[src/rtl/core/crc16pr_pkg.sv]
// ----------------------------------------------------------------------------
// CRC-16 packet receiver package
// Shared types, register indexes, reset values and the CRC update function.
// ----------------------------------------------------------------------------
package crc16pr_pkg;

   localparam int unsigned MAX_PAYLOAD_DEFAULT = 256;

   localparam logic [7:0]  HEADER_FIRST_RESET   = 8'hF0;
   localparam logic [7:0]  HEADER_SECOND_RESET  = 8'hAA;
   localparam logic        LOW_BYTE_FIRST_RESET = 1'b1;
   localparam logic [15:0] IDLE_LIMIT_RESET     = 16'd50;

   localparam logic [15:0] CRC_POLY = 16'h1021;

   localparam int unsigned CSR_INDEX_W = 2;
   localparam int unsigned CSR_DATA_W  = 16;

   localparam logic [CSR_INDEX_W-1:0] CSR_HEADER_FIRST   = 2'd0;
   localparam logic [CSR_INDEX_W-1:0] CSR_HEADER_SECOND  = 2'd1;
   localparam logic [CSR_INDEX_W-1:0] CSR_LOW_BYTE_FIRST = 2'd2;
   localparam logic [CSR_INDEX_W-1:0] CSR_IDLE_LIMIT     = 2'd3;

   localparam logic KIND_BYTE = 1'b0;
   localparam logic KIND_TICK = 1'b1;

   typedef enum logic [2:0] {
      PH_SYNC1  = 3'd0,
      PH_SYNC2  = 3'd1,
      PH_CMD    = 3'd2,
      PH_LEN1   = 3'd3,
      PH_LEN2   = 3'd4,
      PH_DATA   = 3'd5,
      PH_CRC1   = 3'd6,
      PH_CRC2   = 3'd7
   } phase_type;

   typedef enum logic [2:0] {
      EV_CMD      = 3'd0,
      EV_DATA     = 3'd1,
      EV_GOOD     = 3'd2,
      EV_BADCRC   = 3'd3,
      EV_OVERFLOW = 3'd4,
      EV_IDLE     = 3'd5
   } event_type;

   // XMODEM form: MSB first, no reflection, one byte per call.
   function automatic logic [15:0] crc16_byte(input logic [15:0] crc, input logic [7:0] b);
      logic [15:0] r;
      r = crc ^ {b, 8'h00};
      for (int k = 0; k < 8; k++) begin
         if (r[15]) begin
            r = {r[14:0], 1'b0} ^ CRC_POLY;
         end else begin
            r = {r[14:0], 1'b0};
         end
      end
      return r;
   endfunction

endpackage

[src/rtl/core/crc16_packet_receiver_core.sv]
// ----------------------------------------------------------------------------
// CRC-16 packet receiver core
// Deframes sync/command/length/payload/CRC packets from a stream of byte and
// tick beats, streaming the command and payload and reporting the packet end.
// ----------------------------------------------------------------------------
// A result appears on rsp_ in the cycle after its request beat is taken.
// Throughput: one request beat per cycle; the state update and CRC step for a
// byte are a single pass of combinational logic into the state and rsp_
// registers, and a held result only stalls req_ while rsp_ready is low.
// Reset clears the receive state and restores the register defaults.
module crc16_packet_receiver_core #(
   parameter int unsigned MAX_PAYLOAD = crc16pr_pkg::MAX_PAYLOAD_DEFAULT
) (
   input  logic                                clock,
   input  logic                                reset,

   input  logic                                req_valid,
   output logic                                req_ready,
   input  logic                                req_kind,
   input  logic [7:0]                          req_rx_byte,

   output logic                                rsp_valid,
   input  logic                                rsp_ready,
   output logic [2:0]                          rsp_event_res,
   output logic [7:0]                          rsp_out_byte,
   output logic [7:0]                          rsp_byte_index,
   output logic [15:0]                         rsp_data_length,

   input  logic                                csr_valid,
   output logic                                csr_ready,
   input  logic [crc16pr_pkg::CSR_INDEX_W-1:0] csr_index,
   input  logic [crc16pr_pkg::CSR_DATA_W-1:0]  csr_wdata
);

   localparam int unsigned CNT_W = $clog2(MAX_PAYLOAD + 1);
   localparam int unsigned EXT_W = 17;
   localparam logic [CNT_W-1:0] CNT_MAX = CNT_W'(MAX_PAYLOAD);

   // Configuration registers
   logic [7:0]  header_first_ff;
   logic [7:0]  header_second_ff;
   logic        low_byte_first_ff;
   logic [15:0] idle_limit_ff;

   // Receive state
   crc16pr_pkg::phase_type phase_ff, phase_in;
   logic [15:0]      running_crc_ff, running_crc_in;
   logic [15:0]      received_crc_ff, received_crc_in;
   logic [15:0]      declared_length_ff, declared_length_in;
   logic [CNT_W-1:0] payload_count_ff, payload_count_in;
   logic [15:0]      idle_ticks_ff, idle_ticks_in;
   logic             byte_seen_ff, byte_seen_in;

   // Result register
   logic                   rsp_valid_ff;
   crc16pr_pkg::event_type rsp_event_ff, rsp_event_in;
   logic [7:0]             rsp_out_byte_ff, rsp_out_byte_in;
   logic [7:0]             rsp_byte_index_ff, rsp_byte_index_in;
   logic [15:0]            rsp_data_length_ff, rsp_data_length_in;
   logic                   emit_in;

   logic             req_fire;
   logic [15:0]      crc_step;
   logic [15:0]      second_half;
   logic [CNT_W-1:0] count_inc;
   logic [EXT_W-1:0] count_ext;

   assign req_ready = !rsp_valid_ff || rsp_ready;
   assign req_fire  = req_valid && req_ready;
   assign csr_ready = 1'b1;

   assign rsp_valid       = rsp_valid_ff;
   assign rsp_event_res   = rsp_event_ff;
   assign rsp_out_byte    = rsp_out_byte_ff;
   assign rsp_byte_index  = rsp_byte_index_ff;
   assign rsp_data_length = rsp_data_length_ff;

   // The first sync byte always restarts the CRC from zero, and the running
   // value is zero whenever the receiver is hunting, so one step serves all.
   assign crc_step  = crc16pr_pkg::crc16_byte(running_crc_ff, req_rx_byte);
   assign count_inc = payload_count_ff + CNT_W'(1);
   assign count_ext = {{(EXT_W - CNT_W){1'b0}}, payload_count_ff};

   always_comb begin
      if (low_byte_first_ff) begin
         second_half = {req_rx_byte, declared_length_ff[7:0]};
      end else begin
         second_half = {declared_length_ff[15:8], req_rx_byte};
      end
   end

   always_comb begin
      phase_in           = phase_ff;
      running_crc_in     = running_crc_ff;
      received_crc_in    = received_crc_ff;
      declared_length_in = declared_length_ff;
      payload_count_in   = payload_count_ff;
      idle_ticks_in      = idle_ticks_ff;
      byte_seen_in       = byte_seen_ff;
      emit_in            = 1'b0;
      rsp_event_in       = crc16pr_pkg::EV_CMD;
      rsp_out_byte_in    = 8'h00;
      rsp_byte_index_in  = 8'h00;
      rsp_data_length_in = declared_length_ff;

      if (req_fire) begin
         if (req_kind == crc16pr_pkg::KIND_TICK) begin
            if (byte_seen_ff) begin
               if (idle_ticks_ff >= idle_limit_ff) begin
                  phase_in           = crc16pr_pkg::PH_SYNC1;
                  running_crc_in     = 16'h0000;
                  received_crc_in    = 16'h0000;
                  declared_length_in = 16'h0000;
                  payload_count_in   = '0;
                  idle_ticks_in      = 16'h0000;
                  byte_seen_in       = 1'b0;
                  // Losing a receiver that was only hunting is not reported.
                  emit_in      = (phase_ff != crc16pr_pkg::PH_SYNC1);
                  rsp_event_in = crc16pr_pkg::EV_IDLE;
               end else begin
                  idle_ticks_in = idle_ticks_ff + 16'd1;
               end
            end
         end else begin
            idle_ticks_in = 16'h0000;
            byte_seen_in  = 1'b1;
            case (phase_ff)
               crc16pr_pkg::PH_SYNC1: begin
                  if (req_rx_byte == header_first_ff) begin
                     running_crc_in = crc_step;
                     phase_in       = crc16pr_pkg::PH_SYNC2;
                  end
               end
               crc16pr_pkg::PH_SYNC2: begin
                  if (req_rx_byte == header_second_ff) begin
                     running_crc_in = crc_step;
                     phase_in       = crc16pr_pkg::PH_CMD;
                  end
               end
               crc16pr_pkg::PH_CMD: begin
                  running_crc_in     = crc_step;
                  phase_in           = crc16pr_pkg::PH_LEN1;
                  emit_in            = 1'b1;
                  rsp_event_in       = crc16pr_pkg::EV_CMD;
                  rsp_out_byte_in    = req_rx_byte;
                  rsp_data_length_in = 16'h0000;
               end
               crc16pr_pkg::PH_LEN1: begin
                  declared_length_in = low_byte_first_ff ? {8'h00, req_rx_byte}
                                                         : {req_rx_byte, 8'h00};
                  running_crc_in     = crc_step;
                  phase_in           = crc16pr_pkg::PH_LEN2;
               end
               crc16pr_pkg::PH_LEN2: begin
                  declared_length_in = second_half;
                  running_crc_in     = crc_step;
                  phase_in = (second_half == 16'h0000) ? crc16pr_pkg::PH_CRC1
                                                       : crc16pr_pkg::PH_DATA;
               end
               crc16pr_pkg::PH_DATA: begin
                  emit_in = 1'b1;
                  if (payload_count_ff == CNT_MAX) begin
                     phase_in           = crc16pr_pkg::PH_SYNC1;
                     running_crc_in     = 16'h0000;
                     received_crc_in    = 16'h0000;
                     declared_length_in = 16'h0000;
                     payload_count_in   = '0;
                     byte_seen_in       = 1'b0;
                     rsp_event_in       = crc16pr_pkg::EV_OVERFLOW;
                  end else begin
                     running_crc_in    = crc_step;
                     payload_count_in  = count_inc;
                     rsp_event_in      = crc16pr_pkg::EV_DATA;
                     rsp_out_byte_in   = req_rx_byte;
                     rsp_byte_index_in = count_ext[7:0];
                     if ({{(EXT_W - CNT_W){1'b0}}, count_inc} ==
                         {1'b0, declared_length_ff}) begin
                        phase_in = crc16pr_pkg::PH_CRC1;
                     end
                  end
               end
               crc16pr_pkg::PH_CRC1: begin
                  received_crc_in = low_byte_first_ff ? {8'h00, req_rx_byte}
                                                      : {req_rx_byte, 8'h00};
                  phase_in        = crc16pr_pkg::PH_CRC2;
               end
               default: begin
                  emit_in = 1'b1;
                  if (low_byte_first_ff) begin
                     rsp_event_in = ({req_rx_byte, received_crc_ff[7:0]} == running_crc_ff)
                                    ? crc16pr_pkg::EV_GOOD : crc16pr_pkg::EV_BADCRC;
                  end else begin
                     rsp_event_in = ({received_crc_ff[15:8], req_rx_byte} == running_crc_ff)
                                    ? crc16pr_pkg::EV_GOOD : crc16pr_pkg::EV_BADCRC;
                  end
                  phase_in           = crc16pr_pkg::PH_SYNC1;
                  running_crc_in     = 16'h0000;
                  received_crc_in    = 16'h0000;
                  declared_length_in = 16'h0000;
                  payload_count_in   = '0;
                  byte_seen_in       = 1'b0;
               end
            endcase
         end
      end
   end

   always_ff @(posedge clock) begin
      if (reset) begin
         phase_ff           <= crc16pr_pkg::PH_SYNC1;
         running_crc_ff     <= 16'h0000;
         received_crc_ff    <= 16'h0000;
         declared_length_ff <= 16'h0000;
         payload_count_ff   <= '0;
         idle_ticks_ff      <= 16'h0000;
         byte_seen_ff       <= 1'b0;
         rsp_valid_ff       <= 1'b0;
      end else begin
         phase_ff           <= phase_in;
         running_crc_ff     <= running_crc_in;
         received_crc_ff    <= received_crc_in;
         declared_length_ff <= declared_length_in;
         payload_count_ff   <= payload_count_in;
         idle_ticks_ff      <= idle_ticks_in;
         byte_seen_ff       <= byte_seen_in;
         if (req_fire) begin
            rsp_valid_ff <= emit_in;
         end else if (rsp_ready) begin
            rsp_valid_ff <= 1'b0;
         end
      end
   end

   always_ff @(posedge clock) begin
      if (req_fire && emit_in) begin
         rsp_event_ff       <= rsp_event_in;
         rsp_out_byte_ff    <= rsp_out_byte_in;
         rsp_byte_index_ff  <= rsp_byte_index_in;
         rsp_data_length_ff <= rsp_data_length_in;
      end
   end

   always_ff @(posedge clock) begin
      if (reset) begin
         header_first_ff   <= crc16pr_pkg::HEADER_FIRST_RESET;
         header_second_ff  <= crc16pr_pkg::HEADER_SECOND_RESET;
         low_byte_first_ff <= crc16pr_pkg::LOW_BYTE_FIRST_RESET;
         idle_limit_ff     <= crc16pr_pkg::IDLE_LIMIT_RESET;
      end else if (csr_valid && csr_ready) begin
         case (csr_index)
            crc16pr_pkg::CSR_HEADER_FIRST:   header_first_ff   <= csr_wdata[7:0];
            crc16pr_pkg::CSR_HEADER_SECOND:  header_second_ff  <= csr_wdata[7:0];
            crc16pr_pkg::CSR_LOW_BYTE_FIRST: low_byte_first_ff <= csr_wdata[0];
            crc16pr_pkg::CSR_IDLE_LIMIT:     idle_limit_ff     <= csr_wdata[15:0];
            default: begin
            end
         endcase
      end
   end

endmodule

[config.mk]
export PLATFORM = sky130hd
export DESIGN_NAME = crc16_packet_receiver_core
export DESIGN_NICKNAME = d
export VERILOG_FILES = /design/src/rtl/core/crc16pr_pkg.sv /design/src/rtl/core/crc16_packet_receiver_core.sv
export SDC_FILE = /design/constraint.sdc
export NUM_CORES = 1
export LEC_CHECK = 0
export BUFFER_PORTS_ARGS = -buffer_cell sky130_fd_sc_hd__buf_2
export CAP_MARGIN = 15
export CELL_PAD_IN_SITES_DETAIL_PLACEMENT = 1
export CELL_PAD_IN_SITES_GLOBAL_PLACEMENT = 2
export CORE_ASPECT_RATIO = 1.25
export CORE_MARGIN = 3
export CORE_UTILIZATION = 37
export CTS_CLUSTER_SIZE = 28
export DETAILED_ROUTE_END_ITERATION = 8
export GPL_ROUTABILITY_DRIVEN = 0
export PLACE_DENSITY_LB_ADDON = 0.1
export SYNTH_ARGS = -nofsm -noshare
export SYNTH_HDL_FRONTEND = slang
export SYNTH_SLANG_ARGS = --single-unit
export TNS_END_PERCENT = 20
[constraint.sdc]
create_clock -name clock -period 6.86 [get_ports clock]
set_input_delay 1.372 -clock clock [delete_from_list [all_inputs] [get_ports clock]]
set_output_delay 1.372 -clock clock [all_outputs]
set_load 0.02 [all_outputs]
Word-level counts from Yosys, hierarchy flattened
Cells that the tools add are included.
{"block": "op_classes", "add_sub_neg": 2, "order_cmp": 1, "n_eq_ne": 25, "mux": 64, "bitwise_logic": 11, "n_reduce_logical": 26}
{"op": "$mux W16", "n": 17}
{"op": "$mux W13", "n": 8}
{"op": "$pmux W16 S5", "n": 1}
{"op": "$pmux W16 S4", "n": 1}
{"op": "$pmux W16 S3", "n": 1}
{"op": "$mux W9", "n": 4}
{"op": "$mux W3", "n": 11}
{"op": "$eq A16 B16 Y1", "n": 2}
{"op": "$not A3 Y3", "n": 8}
{"op": "$pmux W3 S7", "n": 1}
{"op": "$pmux W9 S2", "n": 1}
{"op": "$add A16 B1 Y16 const B", "n": 1}
{"op": "$eq A8 B8 Y1", "n": 2}
{"op": "$eq A9 B16 Y1", "n": 1}
{"op": "$ge A16 B16 Y1", "n": 1}
{"op": "$logic_not A16 Y1", "n": 1}
{"op": "$pmux W8 S2", "n": 1}
{"op": "$xor A16 B16 Y16", "n": 1}
{"op": "$mux W1", "n": 14}
{"op": "$reduce_and A6 Y1", "n": 2}
{"op": "$ne A2 B1 Y1 const B", "n": 5}
{"op": "$reduce_and A2 Y1", "n": 5}
{"op": "$reduce_and A5 Y1", "n": 2}
{"op": "$reduce_or A5 Y1", "n": 2}
{"op": "27 further kinds", "n": 36}
{"block": "word_totals", "regBits": 146, "input_bits": 32, "out_inout_bits": 38}

Longest topological paths before layout
Gate-level depths: netlist of run 1.
{"block": "depth", "depth_word": 20, "ltp_mapped": 11, "depth_no_buf": 9}

Least setup slack after synthesis of run 1
OpenSTA, ideal clock, no wires.
{"block": "synth_timing", "path_type": "input-to-reg", "startpoint": "input port rsp_ready", "endpoint": "register rsp_byte_index_ff[0], in the netlist rsp_byte_index[0] (enable)", "t_arrival_ns": 4.611, "required_time_ns": 6.377, "slack_ns": 1.766, "path_stages": 5, "path_buffers": 0, "path_cell_list": "nor2b_1 -> inv_1 -> nand2_1 -> a21o_1 -> a211oi_1"}
{"block": "synth_between", "elab_chain_len": 4}
{"element": "start: declaration", "line": "crc16_packet_receiver_core.sv:23", "text": "input logic rsp_ready,"}
{"element": "$logic_or A1 B1 Y1 (*)", "line": "crc16_packet_receiver_core.sv:68", "text": "assign req_ready = !rsp_valid_ff || rsp_ready;"}
{"element": "net req_ready", "line": "crc16_packet_receiver_core.sv:18", "text": "output logic req_ready,"}
{"element": "$logic_and A1 B1 Y1 (*)", "line": "crc16_packet_receiver_core.sv:69", "text": "assign req_fire = req_valid && req_ready;"}
{"element": "$mux W1", "line": "crc16_packet_receiver_core.sv:106", "text": "if (req_fire) begin"}
{"element": "$logic_and A1 B1 Y1 (*)", "line": "crc16_packet_receiver_core.sv:235", "text": "if (req_fire && emit_in) begin"}
{"element": "end signal: assignment", "line": "crc16_packet_receiver_core.sv:238", "text": "rsp_byte_index_ff <= rsp_byte_index_in;"}
{"element": "end: declaration", "line": "crc16_packet_receiver_core.sv:58", "text": "logic [7:0] rsp_byte_index_ff, rsp_byte_index_in;"}
The timed path passes the listed nets; every way through them passes the cells marked *.
A chain may end at the register's enable or synchronous reset.

Final worst setup path of run 1
{"block": "layout_timing", "startpoint": "input port rsp_ready", "endpoint": "register payload_count_ff[0]"}
{"block": "layout_between", "elab_chain_len": 3}
{"element": "$logic_or A1 B1 Y1", "line": "crc16_packet_receiver_core.sv:68"}
{"element": "$logic_and A1 B1 Y1", "line": "crc16_packet_receiver_core.sv:69"}
{"element": "$reduce_and A4 Y1 (no line)"}
{"element": "end signal: assignment", "line": "crc16_packet_receiver_core.sv:223", "text": "payload_count_ff <= payload_count_in;"}
{"element": "end: declaration", "line": "crc16_packet_receiver_core.sv:50", "text": "logic [CNT_W-1:0] payload_count_ff, payload_count_in;"}
No other way between the ends.

==> impl_metrics.py, run 1 <==
metrics = {
    "status": {
        "outcome": "complete, no violations",
    },
    "yosys": {
        "yosys.area.top_type_share": 0.291,
        "synth_xor_area_frac": 0.0850,
        "synth_cell_type_count": 57,
        "async_flop_share": 0,
        "synth_edf_count": 35,
        "synthSimpleGateAreaFrac": 0.224,
        "syn-instance-count": 850,
        "synth_compound_area_frac": 0.165,
        "synth.area.top_cells": "dfxtp_1 (29%), edfxtp_1 (14%), xnor2_1 (4.9%)",
        "syn_area_per_cell_sq_um": 8.97,
        "ys.flop_type": "dfxtp_1",
        "synthMuxAreaShare": 0.0162,
        "synthAdderAreaFrac": 0.0344,
        "synth_top_family_by_area": "simple AND/OR/NAND/NOR gates",
        "yosys_warnings": 0,
        "synth_nets": 903,
        "ys_seq_area_frac": 0.429,
        "synthMostInstantiatedCell": "dfxtp_1",
        "synth_common_cells": "dfxtp_1 (111), nand2_1 (88), a21oi_1 (60)",
        "syn_area_sq_mm": 0.00763,
        "synth-seq-cells": 146,
        "synth_area_leader_cell": "dfxtp_1",
    },
    "sta": {
        "timing.final.crit_share": 0.484,
        "setup-violations-final": 0,
        "worst_slew_margin_rel": 0.304,
        "holdWs_ps": 459,
        "maxSlewViolCount": 0,
        "tightestPinTransition_ps": 1040,
        "rsz0062_at_grt": "false",
        "hold_viol": 0,
        "skew_ps": 11.0,
        "timing.fmax_mhz": 301,
        "fin_crit_ps": 3320,
        "tns_ps": 0,
        "setup_ws_ps": 3540,
    },
    "critical_path": {
        "r2r-end": "received_crc_ff[2]$_SDFFE_PP0P_",
        "start_kind": "input pin",
        "path_common_cell": "nor2_1",
        "crit_type": "in2reg",
        "slowest_delay_ps": 570,
        "worst-path-buf-inv": 2,
        "cp_max_fo": 13,
        "path_cells": "buf_2 -> nor2b_1 -> inv_1 -> and2_1 -> o21a_1 -> o21ai_0 -> nor2_1 -> mux2_2 -> nor2_1",
        "path_delay_family": "simple AND/OR/NAND/NOR gates",
        "critPathCaptureType": "flip-flop",
        "r2r_start": "payload_count_ff[0]$_SDFFE_PP0P_",
        "r2r_slack_ps": 3640,
        "rr_worst_depth": 10,
        "cp.required_ps": 7150,
        "cp.arrival_ps": 3610,
        "slowest_stage": "nor2_1",
    },
    "final_layout": {
        "final_cells": 1170,
        "nets": 940,
        "drive_gt1_frac": 0.147,
        "diodes": 0,
        "syn2layout_area_growth_pct": 14.3,
        "nFillCells": 2385,
        "design_area_sq_mm": 0.00872,
        "final_util": 0.432,
    },
    "detailed_routing": {
        "wl_microns": 21200,
        "drt_iter0_markers": 414,
        "vias_per_cell": 5.41,
        "drt.antenna.violating_nets": 0,
        "first_pass_iters": 4,
        "vias": 6324,
        "drc": 0,
        "wl_per_cell_microns": 18.2,
    },
    "clocking": {
        "path_clk_slew_ps": 60,
        "cts-htree-levels": 4,
        "cts_buffers": 17,
        "cts.path.max_buffers": 2,
        "clkLatencyLatePin_ps": 420,
        "root_buffer": "clkbuf_16",
        "cts_setup_buffers": 0,
        "cts_hold_buf": 0,
        "cts-resized-gates": 0,
        "cts_tree": "done",
        "cts.sinks": 146,
    },
    "power": {
        "power_density_mw_per_mm2": 223,
        "ir_worst_vdd_mv": 0.162,
        "p_leak_nw": 3.20,
        "total_power_mw": 1.94,
    },
    "grt": {
        "grtUsageTotal": 0.195,
        "grt_antenna_before_repair": 0,
        "grt_overflow": 0,
        "grt_pass1_wl_microns": 35400,
        "grt_pass1_vias": 6613,
        "grt_max_degree": 69,
    },
    "hold_path": {
        "hold_end": "idle_limit_ff[8]$_SDFFE_PP0P_",
        "hp-start": "idle_limit_ff[8]$_SDFFE_PP0P_",
        "hold_path_depth": 2,
        "hold_class": "reg2reg",
    },
    "floorplan": {
        "io_pins": 70,
        "core-area_sq_mm": 0.0202,
        "start_util": 0.378,
        "die_w_microns": 134,
        "die_h_microns": 167,
        "dieArea_sq_mm": 0.0224,
        "rows": 58,
    },
    "place": {
        "dpl_cell_area_sq_mm": 0.00811,
        "dp_hpwl_microns": 15400,
        "port_buffers": 68,
        "placed_cells": 1137,
        "post-place-ws_ps": 2780,
    },
    "flow_run": {
        "maxCapViolations": 0,
    },
}
-- routing by layer --
layer,global-route usage,wire length (microns)
met1,0.238,9300
met2,0.353,11300
met3,0.0360,536
met4,0.0469,159
met5,0,0
-- registers in the layout (all words and copies together), names as in the netlist --
register and flops:
rsp_valid 1, idle_ticks_ff 16, running_crc_ff 16, rsp_data_length 16
phase_ff 3, payload_count_ff 9, header_first_ff 8, header_second_ff 8
declared_length_ff 16, byte_seen_ff 1, received_crc_ff 16, idle_limit_ff 16
rsp_event_res 3, rsp_out_byte 8, low_byte_first_ff 1, rsp_byte_index 8
-- how the worst max path moves through the flow --
stage | slack [ps] | endpoint | depth (start not counted) | startpoint
4_1_cts | 3230 | received_crc_ff[2]$_SDFFE_PP0P_ | 9 | payload_count_ff[0]$_SDFFE_PP0P_
2_1_floorplan | 1770 | rsp_byte_index[0]$_SDFFCE_PP0P_ | 5 | rsp_ready
5_1_grt | 3300 | received_crc_ff[2]$_SDFFE_PP0P_ | 10 | payload_count_ff[0]$_SDFFE_PP0P_
3_5_place_dp | 2780 | received_crc_ff[2]$_SDFFE_PP0P_ | 7 | req_kind
6_report | 3540 | payload_count_ff[0]$_SDFFE_PP0P_ | 9 | rsp_ready
3_3_place_gp | 2990 | received_crc_ff[5]$_SDFFE_PP0P_ | 7 | req_kind
-- report_power, final --
| group | switching, mW | internal [mW] | total, mW |
|---|---|---|---|
| logic | 0.0760 | 0.0407 | 0.117 |
| registers | 0.00661 | 0.884 | 0.891 |
| clock network | 0.416 | 0.518 | 0.933 |
| total | 0.498 | 1.44 | 1.94 |
-- worst register-to-register path: stages, from the launching register on --
cell and delay [ps]:
dfxtp_1 370, inv_1 150, ha_1 160, nor4b_1 380
a31oi_1 190, o21ai_1 830, nand2_1 150, a21oi_2 320
buf_8 240, nor3b_1 70, a31o_2 240
-- cells by family (layout without fill, tap and decap cells) --
family	after synthesis	after routing
other	1	1
multiplexers	12	12
adder cells (fa/ha/maj)	21	21
AO/OA/AOI/OAI	187	187
buffers and inverters	83	133
XOR/XNOR	74	74
AND/OR/NAND/NOR	326	326
flip-flops	146	146
-- cells in the final DEF (no fill, tap or decap), types with 9 or more instances in the layout --
cell type | synthesis | layout
dfxtp_1 | 111 | 111
nand2_1 | 88 | 88
buf_2 | 17 | 67
a21oi_1 | 60 | 60
nor2_1 | 44 | 44
xnor2_1 | 43 | 43
edfxtp_1 | 35 | 35
xor2_1 | 31 | 31
inv_1 | 28 | 28
nand2b_1 | 28 | 28
and2_1 | 27 | 27
nand3_1 | 25 | 25
o21ai_0 | 23 | 23
ha_1 | 21 | 21
nor3_1 | 19 | 19
a22oi_1 | 19 | 19
clkbuf_16 | 0 | 17
and3_1 | 16 | 16
or3_1 | 16 | 16
o32ai_1 | 16 | 16
nand4_1 | 14 | 14
a311oi_1 | 12 | 12
nor3b_1 | 11 | 11
a31o_2 | 10 | 10
a211o_1 | 10 | 10
nor4_1 | 9 | 9
mux2i_1 | 9 | 9
-- layout make-up --
| type | count | area (sq um) | area share |
|---|---|---|---|
| Sequential cell | 146 | 3270 | 0.376 |
| Inverter | 28 | 105 | 0.0121 |
| Clock buffer | 17 | 425 | 0.0488 |
| Tap cell | 270 | 338 | 0.0388 |
| Clock inverter | 15 | 163 | 0.0187 |
| Multi-Input combinational cell | 621 | 4020 | 0.462 |
| Timing Repair Buffer | 73 | 388 | 0.0445 |
(Power assumes the default switching activity.)
==> run 2, diff against run 1 <==
- ABC_AREA: not set -> 1
- CORE_UTILIZATION: 37 -> 34
- clock period: 6.86 -> 3.3 ns (I/O delays scaled with it)
==> run 2 against run 1 <==
  * Design area increased by 9.0%
  * Core utilization decreased by 3.3 points
  * Count of clock-buffer cells in the layout increased by 2
  * Sequential power increased by 120%
  * Area after synthesis increased by 8.4%
  * Combinational power increased to 5.2 times the previous value
  * Sequential cell count unchanged
  * Sequential share of layout area decreased by 3.1 points
  * Hold slack improved by 6.5 ps
  * Critical path depth increased by 3
  * Clock power increased by 110%
  * Setup slack got worse by 2800 ps
  * Critical path type is now reg2reg
  * Largest cell class unchanged
  * Largest power group unchanged
==> impl_metrics.py, run 2 <==
metrics = {
    "yosys": {
        "synth-seq-cells": 146,
        "ys.flop_type": "dfxtp_1",
        "synth_area_leader_cell": "dfxtp_1",
        "synth_cell_type_count": 42,
        "yosys_warnings": 0,
        "synthMostInstantiatedCell": "nand2_1",
        "yosys.area.top_type_share": 0.269,
        "synth_edf_count": 35,
        "syn_area_sq_mm": 0.00827,
        "syn-instance-count": 1197,
        "syn_area_per_cell_sq_um": 6.91,
        "ys_seq_area_frac": 0.396,
        "synth.area.top_cells": "dfxtp_1 (27%), nand2_1 (14%), edfxtp_1 (13%)",
        "synth_nets": 1250,
        "async_flop_share": 0,
        "synth_common_cells": "nand2_1 (304), nor2_1 (198), dfxtp_1 (111)",
    },
    "sta": {
        "timing.final.crit_share": 0.774,
        "tns_ps": 0,
        "hold_viol": 0,
        "timing.fmax_mhz": 392,
        "maxSlewViolCount": 0,
        "rsz0062_at_grt": "false",
        "worst_slew_margin_rel": 0.484,
        "setup-violations-final": 0,
        "skew_ps": 10.9,
        "tightestPinTransition_ps": 774,
        "fin_crit_ps": 2550,
    },
    "grt": {
        "grtUsageTotal": 0.203,
        "grt_overflow": 0,
        "grt_antenna_before_repair": 0,
        "grt_pass1_wl_microns": 43000,
        "grt_pass1_vias": 8067,
        "grt_max_degree": 53,
    },
    "place": {
        "port_buffers": 68,
        "dp_hpwl_microns": 19800,
        "placed_cells": 1559,
    },
    "clocking": {
        "cts_buffers": 17,
        "cts.sinks": 146,
        "cts_setup_buffers": 0,
        "root_buffer": "clkbuf_16",
        "cts_hold_buf": 0,
        "cts-resized-gates": 0,
        "clkLatencyLatePin_ps": 430,
        "cts-htree-levels": 4,
        "path_clk_slew_ps": 60,
        "cts.path.max_buffers": 2,
        "cts_tree": "done",
    },
    "detailed_routing": {
        "wl_microns": 26400,
        "vias_per_cell": 4.89,
        "drt_iter0_markers": 340,
        "drt.antenna.violating_nets": 0,
        "drc": 0,
        "first_pass_iters": 7,
        "wl_per_cell_microns": 16.6,
        "vias": 7782,
    },
    "power": {
        "p_seq_frac": 0.431,
        "power_density_mw_per_mm2": 472,
        "p_comb_frac": 0.135,
        "intPower_mw": 3.22,
        "p_sw_frac": 0.283,
        "ir_worst_vdd_mv": 0.343,
        "p_clk_frac": 0.434,
        "p_switching_mw": 1.27,
        "p_leak_nw": 3.91,
    },
    "critical_path": {
        "worst-path-buf-inv": 2,
        "r2r_slack_ps": 750,
        "path_common_cell": "nor2_1",
        "cp.required_ps": 3650,
        "slowest_delay_ps": 350,
        "path_delay_family": "simple AND/OR/NAND/NOR gates",
        "critPathCaptureType": "flip-flop",
        "crit_type": "reg2reg",
        "start_kind": "flip-flop",
        "cp_max_fo": 31,
        "cp.arrival_ps": 2900,
        "path_cells": "ha_1 -> nand4_1 -> nor3_1 -> nand3_1 -> nand3_2 -> nand2_1 -> nand2_2 -> buf_4 -> nand2_4 -> inv_1 -> nor2_1 -> nor2_1",
        "slowest_stage": "dfxtp_1",
    },
    "floorplan": {
        "io_pins": 70,
        "start_util": 0.347,
        "die_w_microns": 145,
        "dieArea_sq_mm": 0.0262,
        "die_h_microns": 180,
        "core-area_sq_mm": 0.0238,
        "rows": 63,
    },
    "status": {
        "outcome": "complete, no violations",
    },
    "final_layout": {
        "final_common_cell": "nand2_1",
        "drive_gt1_frac": 0.118,
        "diodes": 0,
        "nets": 1306,
        "final_cells": 1591,
        "mostFrequentLayoutCells": "nand2_1 (304), nor2_1 (198), dfxtp_1 (111)",
        "syn2layout_area_growth_pct": 14.9,
    },
    "flow_run": {
        "maxCapViolations": 0,
    },
    "hold_path": {
        "hold_class": "reg2reg",
    },
}
[run 2: changes by cell type in the layout (fill, tap and decap cells not counted), moves of 24 or more]
cell	before	now
nand2b_1	28	0
inv_1	28	109
and2_1	27	0
nand2_1	88	304
nor2_1	44	198
o21ai_0	23	47
a21oi_1	60	86
nand3_1	25	90
[run 2: kinds of logic (layout without fill, tap and decap cells)]
kind of cell,after synthesis,after routing,synth area share
XOR/XNOR,49,49,0.0519
buffers and inverters,160,229,0.0799
AO/OA/AOI/OAI,146,146,0.0932
flip-flops,146,146,0.396
other,1,1,0.000453
adder cells (fa/ha/maj),21,21,0.0318
AND/OR/NAND/NOR,674,674,0.347
[run 2: worst paths after layout]
kind / cells after the start / end / from
min reg2reg: 2 / idle_limit_ff[6]$_SDFFE_PP0P_ / idle_limit_ff[6]$_SDFFE_PP0P_
max: 12 / running_crc_ff[4]$_SDFFE_PP0P_ / idle_ticks_ff[11]$_SDFFE_PP0P_
min: 2 / idle_limit_ff[6]$_SDFFE_PP0P_ / idle_limit_ff[6]$_SDFFE_PP0P_
max reg2reg: 12 / running_crc_ff[4]$_SDFFE_PP0P_ / idle_ticks_ff[11]$_SDFFE_PP0P_
[run 2: power groups by stage]
stage / registers, mW / logic, mW / clock network (mW)
floorplan: 1.99 / 0.407 / 0
global placement: 1.97 / 0.605 / 0
detailed placement: 1.98 / 0.612 / 0
CTS: 1.94 / 0.615 / 2.00
global route: 1.94 / 0.687 / 2.07
finish: 1.94 / 0.604 / 1.95
[run 2: through the flow]
step,setup WS (ps),hold slack [ps],utilization,cell area [sq um],power [mW]
2_1_floorplan,532,435,-,8270,2.39
3_3_place_gp,512,449,0.375,8920,2.58
3_5_place_dp,510,461,0.375,8920,2.59
4_1_cts,721,471,0.399,9500,4.55
5_1_grt,453,488,0.399,9500,4.70
6_report,746,466,0.399,9500,4.49
[run 2: cell type report]
class,instances,area (sq um)
clock buffers,19,443
well taps,325,407
clock inverters,13,138
fillers,3078,14300
inverters,113,424
multi-input cells,891,4340
repair buffers,84,473
flip-flops and latches,146,3270
[run 2: routing by layer]
metal	share of wire	track usage	up-vias
met5	0	0	-
met4	0.013	0.0498	0
met3	0.020	0.0292	21
met2	0.51	0.367	97
met1	0.46	0.256	3707
li1	-	-	3957
[run 2: worst register-to-register path, delay by kind of cell (launching register included)]
family	cells	cell delay, ps
buf+inv	2	590
simple gates	9	1210
fa+ha+maj	1	330
flops	1	350
==> run 3, diff against run 2 <==
- clock period: 3.3 -> 2.4 ns (I/O delays scaled with it)
==> run 3 against run 2 <==
  * First-iteration DRC count decreased by 15%
  * Die area stayed put
  * Clock power rose by 36%
  * Non-clock buffer count up 32
  * Critical path depth is 2 higher
  * Sequential cell count is the same
  * Global-route usage is 0.39 points higher
  * Final cell count increased by 2.0%
  * Core utilization grew 1.8 points
  * Design area up 4.6%
  * Power increased by 38%
  * Largest power group is now registers
==> impl_metrics.py, run 3 (synthesis gave the netlist of run 2 again) <==
metrics = {
    "grt": {
        "grt_max_degree": 53,
        "grt_antenna_before_repair": 0,
        "grtUsageTotal": 0.207,
        "grt_pass1_vias": 8113,
        "grt_pass1_wl_microns": 43400,
        "grt_overflow": 0,
    },
    "clocking": {
        "clkLatencyLatePin_ps": 440,
        "cts_tree": "done",
        "cts-htree-levels": 4,
        "cts_hold_buf": 0,
        "path_clk_slew_ps": 60,
        "cts.path.max_buffers": 2,
        "cts.sinks": 146,
        "root_buffer": "clkbuf_16",
        "cts_buffers": 17,
    },
    "final_layout": {
        "mostFrequentLayoutCells": "nand2_1 (303), nor2_1 (198), inv_1 (107)",
        "diodes": 0,
        "nets": 1338,
        "nFillCells": 3043,
        "seq_area_sq_mm": 0.00328,
        "syn2layout_area_growth_pct": 20.1,
        "drive_gt1_frac": 0.155,
        "multi_input_area_sq_mm": 0.00444,
        "final_common_cell": "nand2_1",
        "design_area_sq_mm": 0.00993,
    },
    "critical_path": {
        "cp.required_ps": 2760,
        "crit_type": "reg2reg",
        "cp_max_fo": 5,
        "cp.arrival_ps": 2560,
        "critPathCaptureType": "flip-flop",
        "start_kind": "flip-flop",
    },
    "hold_path": {
        "hold_class": "in2reg",
    },
    "power": {
        "ir_worst_vdd_mv": 0.507,
        "p_leak_nw": 4.11,
        "total_power_mw": 6.21,
        "power_density_mw_per_mm2": 625,
    },
    "sta": {
        "setup-violations-final": 0,
        "skew_ps": 10.4,
        "tightestPinTransition_ps": 630,
        "holdWs_ps": 300,
        "fin_crit_ps": 2200,
        "timing.final.crit_share": 0.916,
        "timing.fmax_mhz": 455,
        "setup_ws_ps": 201,
        "maxSlewViolCount": 0,
        "tns_ps": 0,
        "worst_slew_margin_rel": 0.580,
        "hold_viol": 0,
    },
    "place": {
        "dp_hpwl_microns": 20100,
        "port_buffers": 68,
        "post-place-ws_ps": 166,
        "dpl_cell_area_sq_mm": 0.00932,
    },
    "detailed_routing": {
        "drt_iter0_markers": 288,
        "vias_per_cell": 4.85,
        "drc": 0,
        "first_pass_iters": 4,
        "wl_per_cell_microns": 16.4,
        "vias": 7877,
        "drt.antenna.violating_nets": 0,
        "wl_microns": 26600,
    },
    "flow_run": {
        "maxCapViolations": 0,
    },
    "floorplan": {
        "dieArea_sq_mm": 0.0262,
        "start_util": 0.347,
        "die_w_microns": 145,
        "die_h_microns": 180,
        "io_pins": 70,
        "rows": 63,
        "core-area_sq_mm": 0.0238,
    },
    "status": {
        "outcome": "complete, no violations",
    },
}
==> run 3: worst paths after layout <==
kind	from	to	slack, ps	depth (start not counted)
max	idle_ticks_ff[5]$_SDFFE_PP0P_	idle_ticks_ff[15]$_SDFFE_PP0P_	200	14
min	csr_wdata[1]	header_second_ff[1]$_SDFFE_PP1P_	300	3
max reg2reg	idle_ticks_ff[5]$_SDFFE_PP0P_	idle_ticks_ff[15]$_SDFFE_PP0P_	200	14
min reg2reg	declared_length_ff[15]$_SDFFE_PP0P_	declared_length_ff[15]$_SDFFE_PP0P_	460	2
==> run 3: timing repair <==
action | 4_1_cts | 5_1_grt
setup buffers | 0 | 2
gates resized for setup | 0 | 3
endpoints found under the setup margin | 0 | 74
==> run 3: worst max-delay path, stage by stage, from the launching register on <==
cell and delay (ps):
dfxtp_2 390, ha_4 220, a21oi_1 130, nor2_1 50
nor2_1 160, nand2_1 80, nand2_1 70, nand3_2 100
buf_4 170, nor2_4 160, clkinvlp_4 160, buf_4 160
nor2_1 90, nand2_1 60, a21oi_1 110
==> run 3: layout make-up <==
type                            count  area share
Clock buffer                       23      0.0514
Clock inverter                      9     0.00655
Inverter                          113      0.0435
Multi-Input combinational cell    891       0.447
Sequential cell                   146       0.330
Tap cell                          325      0.0409
Timing Repair Buffer              116      0.0806
==> run 3: where the power goes <==
part           switching, mW  leakage [nW]  total, mW  internal [mW]
Sequential            0.0696          1.22       2.67           2.60
Clock                   1.14         0.285       2.65           1.51
Combinational          0.574          2.60      0.896          0.322
Total                   1.78          4.11       6.21           4.43
==> run 3: per-stage QoR <==
step | util | instances
after floorplan | - | 1197
after global placement | 0.391 | 1589
after detailed placement | 0.391 | 1589
after CTS | 0.416 | 1621
after global routing | 0.417 | 1623
final | 0.417 | 1623
==> run 3: layer usage <==
layer | track usage | wire [microns] | vias up | part of all wire
met5 | 0 | 0 | - | 0
li1 | - | - | 4016 | -
met3 | 0.0302 | 813 | 27 | 0.031
met1 | 0.260 | 12000 | 3719 | 0.45
met2 | 0.369 | 13300 | 115 | 0.50
met4 | 0.0612 | 405 | 0 | 0.015
